<file path="src/rtl/core/elpc_pkg.sv">
`timescale 1ns / 1ps

package elpc_pkg;

    localparam int unsigned TICK_W     = 16;
    localparam int unsigned DIST_W     = 11;
    localparam int unsigned WHOLE_W    = 7;
    localparam int unsigned FRAC_W     = 10;
    localparam int unsigned RANGE_W    = 8;
    localparam int unsigned LEVEL_W    = 7;
    localparam int unsigned CNT_W      = 8;
    localparam int unsigned CFG_IDX_W  = 2;
    localparam int unsigned CFG_DATA_W = 8;

    // ticks*17 and fill share one working register
    localparam int unsigned X_W         = 21;
    localparam int unsigned RECIP_W     = 12;
    localparam int unsigned RECIP_SHIFT = 21;
    localparam int unsigned PROD_W      = X_W + RECIP_W;
    localparam int unsigned FILL_W      = 17;

    // long division: dist*100000 over (range - 10), one bit per cycle
    localparam int unsigned DIV_W     = 25;
    localparam int unsigned DIV_CNT_W = 5;

    localparam logic [RECIP_W-1:0] RECIP_K      = 12'd2097;   // floor(2^21 / 1000)
    localparam logic [X_W-1:0]     THOUSAND     = 21'd1000;
    localparam logic [FILL_W-1:0]  FULL_SCALE   = 17'd100000;
    localparam logic [RANGE_W-1:0] RANGE_OFFSET = 8'd10;

    typedef enum logic [CFG_IDX_W-1:0] {
        CFG_FULL_RANGE = 2'd0,
        CFG_PUMP_ON    = 2'd1,
        CFG_PUMP_OFF   = 2'd2,
        CFG_REPORT_EN  = 2'd3
    } cfg_index_t;

    typedef struct packed {
        logic [TICK_W-1:0] echo_ticks;
        logic              echo_seen;
    } elpc_in_t;

    typedef struct packed {
        logic [DIST_W-1:0]  distance_cm;
        logic [WHOLE_W-1:0] level_whole;
        logic [FRAC_W-1:0]  level_thousandths;
        logic               pump_drive;
        logic               report_due;
    } elpc_out_t;

    typedef enum logic [3:0] {
        ST_IDLE,
        ST_DIST_MUL,
        ST_DIST_FIX,
        ST_DIV_INIT,
        ST_DIV_RUN,
        ST_FILL,
        ST_LVL_MUL,
        ST_LVL_FIX,
        ST_FINISH
    } state_t;

    typedef enum logic [3:0] {
        CMD_NONE,
        CMD_LOAD,
        CMD_RMUL,
        CMD_DIST,
        CMD_DIV_INIT,
        CMD_DIV_STEP,
        CMD_FILL,
        CMD_LEVEL,
        CMD_FINISH
    } cmd_t;

    typedef struct packed {
        logic seen;
        logic div_skip;
        logic div_last;
        logic out_busy;
    } elpc_status_t;

endpackage

</file>
<file path="src/rtl/core/elpc_ctrl.sv">
`timescale 1ns / 1ps

module elpc_ctrl
    import elpc_pkg::*;
(
    input  logic         clk,
    input  logic         rst_n,
    input  logic         in_valid,
    input  elpc_status_t status,
    output logic         in_stall,
    output cmd_t         cmd
);

    state_t state_reg;
    state_t state_next;

    always_ff @(posedge clk or negedge rst_n)
    begin
        if (!rst_n)
        begin
            state_reg <= ST_IDLE;
        end
        else
        begin
            state_reg <= state_next;
        end
    end

    always_comb
    begin
        state_next = state_reg;
        case (state_reg)
            ST_IDLE:
            begin
                if (in_valid && status.seen)
                begin
                    state_next = ST_DIST_MUL;
                end
            end
            ST_DIST_MUL: state_next = ST_DIST_FIX;
            ST_DIST_FIX: state_next = ST_DIV_INIT;
            ST_DIV_INIT: state_next = status.div_skip ? ST_LVL_MUL : ST_DIV_RUN;
            ST_DIV_RUN:
            begin
                if (status.div_last)
                begin
                    state_next = ST_FILL;
                end
            end
            ST_FILL:     state_next = ST_LVL_MUL;
            ST_LVL_MUL:  state_next = ST_LVL_FIX;
            ST_LVL_FIX:  state_next = ST_FINISH;
            ST_FINISH:
            begin
                if (!status.out_busy)
                begin
                    state_next = ST_IDLE;
                end
            end
            default:     state_next = ST_IDLE;
        endcase
    end

    always_comb
    begin
        in_stall = 1'b1;
        cmd      = CMD_NONE;
        case (state_reg)
            ST_IDLE:
            begin
                in_stall = 1'b0;
                cmd      = in_valid ? CMD_LOAD : CMD_NONE;
            end
            ST_DIST_MUL: cmd = CMD_RMUL;
            ST_DIST_FIX: cmd = CMD_DIST;
            ST_DIV_INIT: cmd = CMD_DIV_INIT;
            ST_DIV_RUN:  cmd = CMD_DIV_STEP;
            ST_FILL:     cmd = CMD_FILL;
            ST_LVL_MUL:  cmd = CMD_RMUL;
            ST_LVL_FIX:  cmd = CMD_LEVEL;
            ST_FINISH:   cmd = status.out_busy ? CMD_NONE : CMD_FINISH;
            default:     cmd = CMD_NONE;
        endcase
    end

endmodule

</file>
<file path="src/rtl/core/elpc_dp.sv">
`timescale 1ns / 1ps

module elpc_dp
    import elpc_pkg::*;
#(
    parameter int unsigned REPORT_PERIOD = 125
)
(
    input  logic                  clk,
    input  logic                  rst_n,
    input  cmd_t                  cmd,
    input  elpc_in_t              in_word,
    input  logic                  cfg_we,
    input  logic [CFG_IDX_W-1:0]  cfg_index,
    input  logic [CFG_DATA_W-1:0] cfg_data,
    input  logic                  out_stall,
    output logic                  out_valid,
    output elpc_out_t             out_word,
    output elpc_status_t          status
);

    // configuration and control state
    logic [RANGE_W-1:0]   range_reg, range_next;
    logic [LEVEL_W-1:0]   on_lvl_reg, on_lvl_next;
    logic [LEVEL_W-1:0]   off_lvl_reg, off_lvl_next;
    logic                 rep_en_reg, rep_en_next;
    logic                 pump_reg, pump_next;
    logic [CNT_W-1:0]     cnt_reg, cnt_next;
    logic                 out_valid_reg, out_valid_next;
    logic [DIV_CNT_W-1:0] div_cnt_reg, div_cnt_next;

    // working registers
    logic [X_W-1:0]     x_reg, x_next;
    logic [DIST_W-1:0]  q0_reg, q0_next;
    logic [DIST_W-1:0]  dist_reg, dist_next;
    logic [DIV_W-1:0]   quo_reg, quo_next;
    logic [RANGE_W-1:0] rem_reg, rem_next;
    logic [WHOLE_W-1:0] whole_reg, whole_next;
    logic [FRAC_W-1:0]  frac_reg, frac_next;
    logic               due_reg, due_next;
    elpc_out_t          out_word_reg, out_word_next;

    logic [PROD_W-1:0]  recip_prod;
    logic [X_W-1:0]     q0_k;
    logic [X_W-1:0]     fix_rem;
    logic               fix_hi;
    logic [DIST_W-1:0]  fix_q;
    logic [X_W-1:0]     fix_r;
    logic [RANGE_W-1:0] div_v;
    logic               div_skip;
    logic [RANGE_W:0]   div_shift;
    logic               div_ge;
    logic [RANGE_W:0]   div_diff;
    logic [CNT_W-1:0]   cnt_inc;
    logic               period_hit;
    logic               pump_new;

    // x/1000: reciprocal estimate is exact or one low
    assign recip_prod = PROD_W'(x_reg) * PROD_W'(RECIP_K);
    assign q0_k       = X_W'(q0_reg) * THOUSAND;
    assign fix_rem    = x_reg - q0_k;
    assign fix_hi     = (fix_rem >= THOUSAND);
    assign fix_q      = q0_reg + DIST_W'(fix_hi);
    assign fix_r      = fix_hi ? (fix_rem - THOUSAND) : fix_rem;

    assign div_v      = range_reg - RANGE_OFFSET;
    assign div_skip   = (range_reg <= RANGE_OFFSET) || (dist_reg >= DIST_W'(div_v));
    assign div_shift  = {rem_reg, quo_reg[DIV_W-1]};
    assign div_ge     = (div_shift >= {1'b0, div_v});
    assign div_diff   = div_shift - {1'b0, div_v};

    assign cnt_inc    = (cnt_reg == {CNT_W{1'b1}}) ? cnt_reg : (cnt_reg + 1'b1);
    assign period_hit = (cnt_inc >= CNT_W'(REPORT_PERIOD));

    always_comb
    begin
        pump_new = pump_reg;
        if (!pump_reg && (whole_reg <= on_lvl_reg))
        begin
            pump_new = 1'b1;
        end
        else if (pump_reg && (whole_reg >= off_lvl_reg))
        begin
            pump_new = 1'b0;
        end
    end

    always_comb
    begin
        range_next     = range_reg;
        on_lvl_next    = on_lvl_reg;
        off_lvl_next   = off_lvl_reg;
        rep_en_next    = rep_en_reg;
        pump_next      = pump_reg;
        cnt_next       = cnt_reg;
        div_cnt_next   = div_cnt_reg;
        out_valid_next = out_valid_reg && out_stall;
        x_next         = x_reg;
        q0_next        = q0_reg;
        dist_next      = dist_reg;
        quo_next       = quo_reg;
        rem_next       = rem_reg;
        whole_next     = whole_reg;
        frac_next      = frac_reg;
        due_next       = due_reg;
        out_word_next  = out_word_reg;

        if (cfg_we)
        begin
            case (cfg_index_t'(cfg_index))
                CFG_FULL_RANGE: range_next   = cfg_data[RANGE_W-1:0];
                CFG_PUMP_ON:    on_lvl_next  = cfg_data[LEVEL_W-1:0];
                CFG_PUMP_OFF:   off_lvl_next = cfg_data[LEVEL_W-1:0];
                CFG_REPORT_EN:  rep_en_next  = cfg_data[0];
                default:        range_next   = range_reg;
            endcase
        end

        case (cmd)
            CMD_LOAD:
            begin
                x_next   = {1'b0, in_word.echo_ticks, 4'b0000}
                           + X_W'(in_word.echo_ticks);
                due_next = 1'b0;
                cnt_next = cnt_inc;
                if (in_word.echo_seen && period_hit)
                begin
                    cnt_next = '0;
                    due_next = rep_en_reg;
                end
            end
            CMD_RMUL:
            begin
                q0_next = recip_prod[RECIP_SHIFT +: DIST_W];
            end
            CMD_DIST:
            begin
                dist_next = fix_q;
            end
            CMD_DIV_INIT:
            begin
                quo_next     = DIV_W'(dist_reg[RANGE_W-1:0]) * DIV_W'(FULL_SCALE);
                rem_next     = '0;
                div_cnt_next = '0;
                if (div_skip)
                begin
                    x_next = '0;
                end
            end
            CMD_DIV_STEP:
            begin
                quo_next     = {quo_reg[DIV_W-2:0], div_ge};
                rem_next     = div_ge ? div_diff[RANGE_W-1:0] : div_shift[RANGE_W-1:0];
                div_cnt_next = div_cnt_reg + 1'b1;
            end
            CMD_FILL:
            begin
                x_next = X_W'(FULL_SCALE) - quo_reg[X_W-1:0];
            end
            CMD_LEVEL:
            begin
                whole_next = fix_q[WHOLE_W-1:0];
                frac_next  = fix_r[FRAC_W-1:0];
            end
            CMD_FINISH:
            begin
                pump_next                       = pump_new;
                out_valid_next                  = 1'b1;
                out_word_next.distance_cm       = dist_reg;
                out_word_next.level_whole       = whole_reg;
                out_word_next.level_thousandths = frac_reg;
                out_word_next.pump_drive        = pump_new;
                out_word_next.report_due        = due_reg;
            end
            default:
            begin
                x_next = x_reg;
            end
        endcase
    end

    always_ff @(posedge clk or negedge rst_n)
    begin
        if (!rst_n)
        begin
            range_reg     <= 8'd100;
            on_lvl_reg    <= 7'd20;
            off_lvl_reg   <= 7'd90;
            rep_en_reg    <= 1'b1;
            pump_reg      <= 1'b0;
            cnt_reg       <= '0;
            div_cnt_reg   <= '0;
            out_valid_reg <= 1'b0;
        end
        else
        begin
            range_reg     <= range_next;
            on_lvl_reg    <= on_lvl_next;
            off_lvl_reg   <= off_lvl_next;
            rep_en_reg    <= rep_en_next;
            pump_reg      <= pump_next;
            cnt_reg       <= cnt_next;
            div_cnt_reg   <= div_cnt_next;
            out_valid_reg <= out_valid_next;
        end
    end

    always_ff @(posedge clk)
    begin
        x_reg        <= x_next;
        q0_reg       <= q0_next;
        dist_reg     <= dist_next;
        quo_reg      <= quo_next;
        rem_reg      <= rem_next;
        whole_reg    <= whole_next;
        frac_reg     <= frac_next;
        due_reg      <= due_next;
        out_word_reg <= out_word_next;
    end

    assign out_valid       = out_valid_reg;
    assign out_word        = out_word_reg;
    assign status.seen     = in_word.echo_seen;
    assign status.div_skip = div_skip;
    assign status.div_last = (div_cnt_reg == DIV_CNT_W'(DIV_W - 1));
    assign status.out_busy = out_valid_reg && out_stall;

endmodule

</file>
<file path="src/rtl/core/echo_level_pump_controller.sv">
`timescale 1ns / 1ps

// channel | direction | handshake            | word
// in      | input     | in_valid / in_stall   | in_word  (echo_ticks, echo_seen)
// out     | output    | out_valid / out_stall | out_word (distance, level, pump, report)
// cfg     | input     | cfg_we                | cfg_index, cfg_data
//
// A word without an echo is handled in the idle state. A word with an echo runs the
// 25-step shift-subtract divider, unless the divider is skipped (surface beyond
// range, or range at or below the offset).
// Two reciprocal multiply/fix passes set the rest. The finished word waits in the
// output register; a new input word is taken while it waits.
// Reset is asynchronous; control and configuration registers return to their reset values, pump off.

module echo_level_pump_controller
    import elpc_pkg::*;
#(
    parameter int unsigned REPORT_PERIOD = 125
)
(
    input  logic                  clk,
    input  logic                  rst_n,
    input  logic                  in_valid,
    output logic                  in_stall,
    input  elpc_in_t              in_word,
    output logic                  out_valid,
    input  logic                  out_stall,
    output elpc_out_t             out_word,
    input  logic                  cfg_we,
    input  logic [CFG_IDX_W-1:0]  cfg_index,
    input  logic [CFG_DATA_W-1:0] cfg_data
);

    cmd_t         cmd;
    elpc_status_t status;

    elpc_ctrl u_ctrl (
        .clk      (clk),
        .rst_n    (rst_n),
        .in_valid (in_valid),
        .status   (status),
        .in_stall (in_stall),
        .cmd      (cmd)
    );

    elpc_dp #(
        .REPORT_PERIOD (REPORT_PERIOD)
    ) u_dp (
        .clk       (clk),
        .rst_n     (rst_n),
        .cmd       (cmd),
        .in_word   (in_word),
        .cfg_we    (cfg_we),
        .cfg_index (cfg_index),
        .cfg_data  (cfg_data),
        .out_stall (out_stall),
        .out_valid (out_valid),
        .out_word  (out_word),
        .status    (status)
    );

endmodule

</file>
<file path="config.mk">
export PLATFORM = sky130hd
export DESIGN_NAME = echo_level_pump_controller
export DESIGN_NICKNAME = d
export VERILOG_FILES = /design/src/rtl/core/elpc_pkg.sv /design/src/rtl/core/elpc_ctrl.sv /design/src/rtl/core/elpc_dp.sv /design/src/rtl/core/echo_level_pump_controller.sv
export SDC_FILE = /design/constraint.sdc
export NUM_CORES = 1
export LEC_CHECK = 0
export BUFFER_PORTS_ARGS = -buffer_cell sky130_fd_sc_hd__buf_2
export CORE_ASPECT_RATIO = 0.7
export CORE_UTILIZATION = 55
export CTS_CLUSTER_SIZE = 10
export DETAILED_ROUTE_END_ITERATION = 6
export GPL_TIMING_DRIVEN = 0
export PLACE_DENSITY = 0.72
export SETUP_SLACK_MARGIN = 0.05
export SYNTH_ARGS = -nofsm -noshare
export SYNTH_HDL_FRONTEND = slang
export SYNTH_SLANG_ARGS = --single-unit
</file>
<file path="constraint.sdc">
create_clock -name clk -period 9.05 [get_ports clk]
set_clock_uncertainty 0.15 [all_clocks]
set_input_delay 0.905 -clock clk [delete_from_list [all_inputs] [get_ports clk]]
set_output_delay 0.905 -clock clk [all_outputs]
set_load 0.03 [all_outputs]
</file>
==> impl_results.md <==
* Outcome: complete, no violations
* Reg2reg setup slack at 1.12 ns
* Fin crit share at 0.876
* Max Fclk at 0.126 GHz
* CTS sink count at about 170
* IO Count at 64
* Post-route ant nets at 0
* Pre-CTS WS at around 1.2 ns
* Number of I/O port buffers at 63
* Die area at approximately 29000 µm²
* Initial DRT Pass Iterations at 6
* CTS tree: yes
* Flops & latches, synth at 166
* Final Max Tran Viols at 0
* Worst rel slew slack at 0.215
* Post-CTS Setup Bufs at 0
* Post-synth ARST share at 0.253
* # resized after CTS at 0
* Yosys cell types at 67
* Hold path depth at 0
* Main synth FF type: edfxtp_1
* Sequential cell area fraction in the yosys report at 0.311
* RSZ-0062 raised after global routing: false
* Transition time of the tightest slew-check pin at 1.17 ns
* Final hold viol count at 0
* Root buf cell: clkbuf_16
* Routed wl met2 at 15300 µm
* Synthesized Nets at roughly 1900
* EDFF count, synth at approximately 120
* HPWL after detailed placement at 28100 µm
* Post-synth top area share at 0.242
* CP startpoint kind: register
* Layout cells sized above 1 at 0.0969
* Sum Neg Setup Slack at 0 ns
* Largest net degree at the start of global routing at 43
* Worst min-delay path class: reg -> reg
* Initial antenna violation count at 0
* CTS max path bufs at 2
* Clock transition at path regs at 0.08 ns
* Routed vias at 11300
* Clock latency on the worst-skew pair at approximately 0.45 ns
* Initial core utilization at 0.568
* Reg2reg start: u_dp.q0_reg[0]
* Mapped Cells at 1521
* First-pass GRT wire length at 57600 µm
* DR top layer: met4
* Die W at around 200 µm
* Cell area after synthesis at 15400 µm²
* Largest area contributor in the netlist: edfxtp_1
* Post-route DRC at 0
* Placed cells at 1952
* Layout Nets at roughly 2000
* Die height at 142 µm
* Placeable Area at 27100 µm²
* Final Setup Violations at 0
* Yosys warning count at 0
* Worst setup margin at approximately 1.1 ns
* Via density at 5.68
* Worst setup EP type: register
* Final hold slack at 0.273 ns
* Finished Layout Cells at between 1500 and 2000
* Critical path required time at 9.09 ns
* Metal3 WL at 2230 µm
* WL met1 at 17100 µm
* TritonCTS Buffers at 17
* Final Wtd Congestion at between 0.8 and 0.9
* Wirelength, routed at between 30000 and 40000 µm
* P&R area growth vs syn at 9.83%
* Max-Cap Viols at 0
* Max FO, Critical Path at 7
* H-tree depth at 4
* Reg2reg path depth at 27
* Gr usage total at 0.258
* WS Path Type: reg -> reg
* Arrival @ worst endpoint at 7.96 ns
* Initial DRC Count at approximately 700
* Hold endpoint: u_dp.out_word[3]
* Avg Inst Size Synth at between 10 and 15 µm²
* Hold buffers post-CTS at 0
* Number of global-route vias before repair at 11000
* Leading post-synthesis cells by cell area: edfxtp_1 (24%), ha_1 (22%), fa_1 (10%), inv_1 (6.1%), dfrtp_1 (5.2%)
* Fin crit period at 7.93 ns
* Largest register FFs at 30
* FF-to-FF End: u_dp.dist_reg[10]
* Hold_sp: u_dp.frac_reg[1]
* Antenna cells at 0
* Cell Rows at 50
* Total gr overflow at 0
* Wirelength per Cell at 17.6 µm
==> critical path: stages (launching register included) <==
cell and delay (ns):
edfxtp_1 0.54, fa_1 0.59, fa_1 0.52, inv_1 0.05, fa_1 0.48, fa_1 0.52
inv_1 0.04, ha_1 0.32, inv_1 0.10, o21bai_1 0.08, a21o_1 0.21, a21oi_1 0.19
o21ai_0 0.16, o41ai_1 0.58, xor2_1 0.14, ha_1 0.43, o2111ai_1 0.16, o22ai_2 0.22
mux2_2 0.38, a221oi_2 0.48, or3_1 0.18, buf_2 0.17, ha_1 0.18, ha_1 0.18
nand2_1 0.09, nor2_1 0.25, nand3_1 0.13, xnor2_1 0.13
==> metrics by stage <==
| step | instance area, µm² | util |
|---|---|---|
| 3_5_place_dp | 16200 | 0.600 |
| 4_1_cts | 16900 | 0.623 |
| 2_1_floorplan | 15400 | - |
| 5_1_grt | 16900 | 0.624 |
| 3_3_place_gp | 16200 | 0.596 |
| 6_report | 16900 | 0.624 |
==> routing by layer <==
metal  vias up  GRT usage
li1       5490          -
met1      5451      0.384
met2       309      0.393
met3        32     0.0425
met4         0     0.0550
met5         -          0
==> logic make-up (layout without fill, tap and decap cells) <==
group,after synthesis,count (layout),share of synthesized area
adder cells (fa/ha/maj),348,348,0.321
AO/OA/AOI/OAI,306,306,0.129
AND/OR/NAND/NOR,305,305,0.0967
buffers and inverters,271,371,0.0667
flip-flops,166,166,0.311
XOR/XNOR,97,97,0.0552
multiplexers,28,28,0.0203
==> layout make-up <==
| class | instances | area [µm²] |
|---|---|---|
| inverter | 253 | 950 |
| multi-input combinational | 1084 | 9600 |
| tap | 364 | 455 |
| sequential | 166 | 4790 |
| clock inverter | 15 | 191 |
| fill | 2190 | 10200 |
| timing repair buffer | 68 | 408 |
| buffer | 18 | 76.3 |
| clock buffer | 17 | 425 |
==> placed cells by master, fill, tap and decap left out, drive strengths merged, types with 37 or more instances in the layout <==
| cell | n |
|---|---|
| buf | 72 |
| edfxtp | 124 |
| o21ai | 73 |
| nor2 | 69 |
| inv | 261 |
| nand2 | 89 |
| a21oi | 81 |
| fa | 78 |
| xor2 | 37 |
| ha | 270 |
| xnor2 | 60 |
==> synth_stat cells, types with 12 or more instances <==
cell and n:
inv_1 252, mux2_2 25, o22ai_1 12, o21a_1 18, nor3_1 21, a21o_1 32
clkbuf_1 14, xnor2_1 60, nand3_1 31, xor2_1 37, and3_1 12, o21ai_0 71
nand2_1 89, a21oi_1 81, ha_1 270, fa_1 78, nor2_1 69, dfrtp_1 32
nor4_1 12, edfxtp_1 124
==> worst max-delay path by stage <==
stage / startpoint / to / slack (ns)
final: u_dp.q0_reg[0] / u_dp.dist_reg[10] / 1.12
after floorplan: u_dp.q0_reg[0] / u_dp.dist_reg[10] / 2.03
after global routing: u_dp.q0_reg[0] / u_dp.dist_reg[10] / 0.56
after CTS: u_dp.q0_reg[0] / u_dp.dist_reg[10] / 1.16
after global placement: u_dp.q0_reg[0] / u_dp.dist_reg[10] / 1.23
after detailed placement: u_dp.q0_reg[0] / u_dp.dist_reg[10] / 1.21
Power is left out: the tool's default activity adds up to more than one toggle a clock period on the data nets, which glitch-free logic cannot reach.
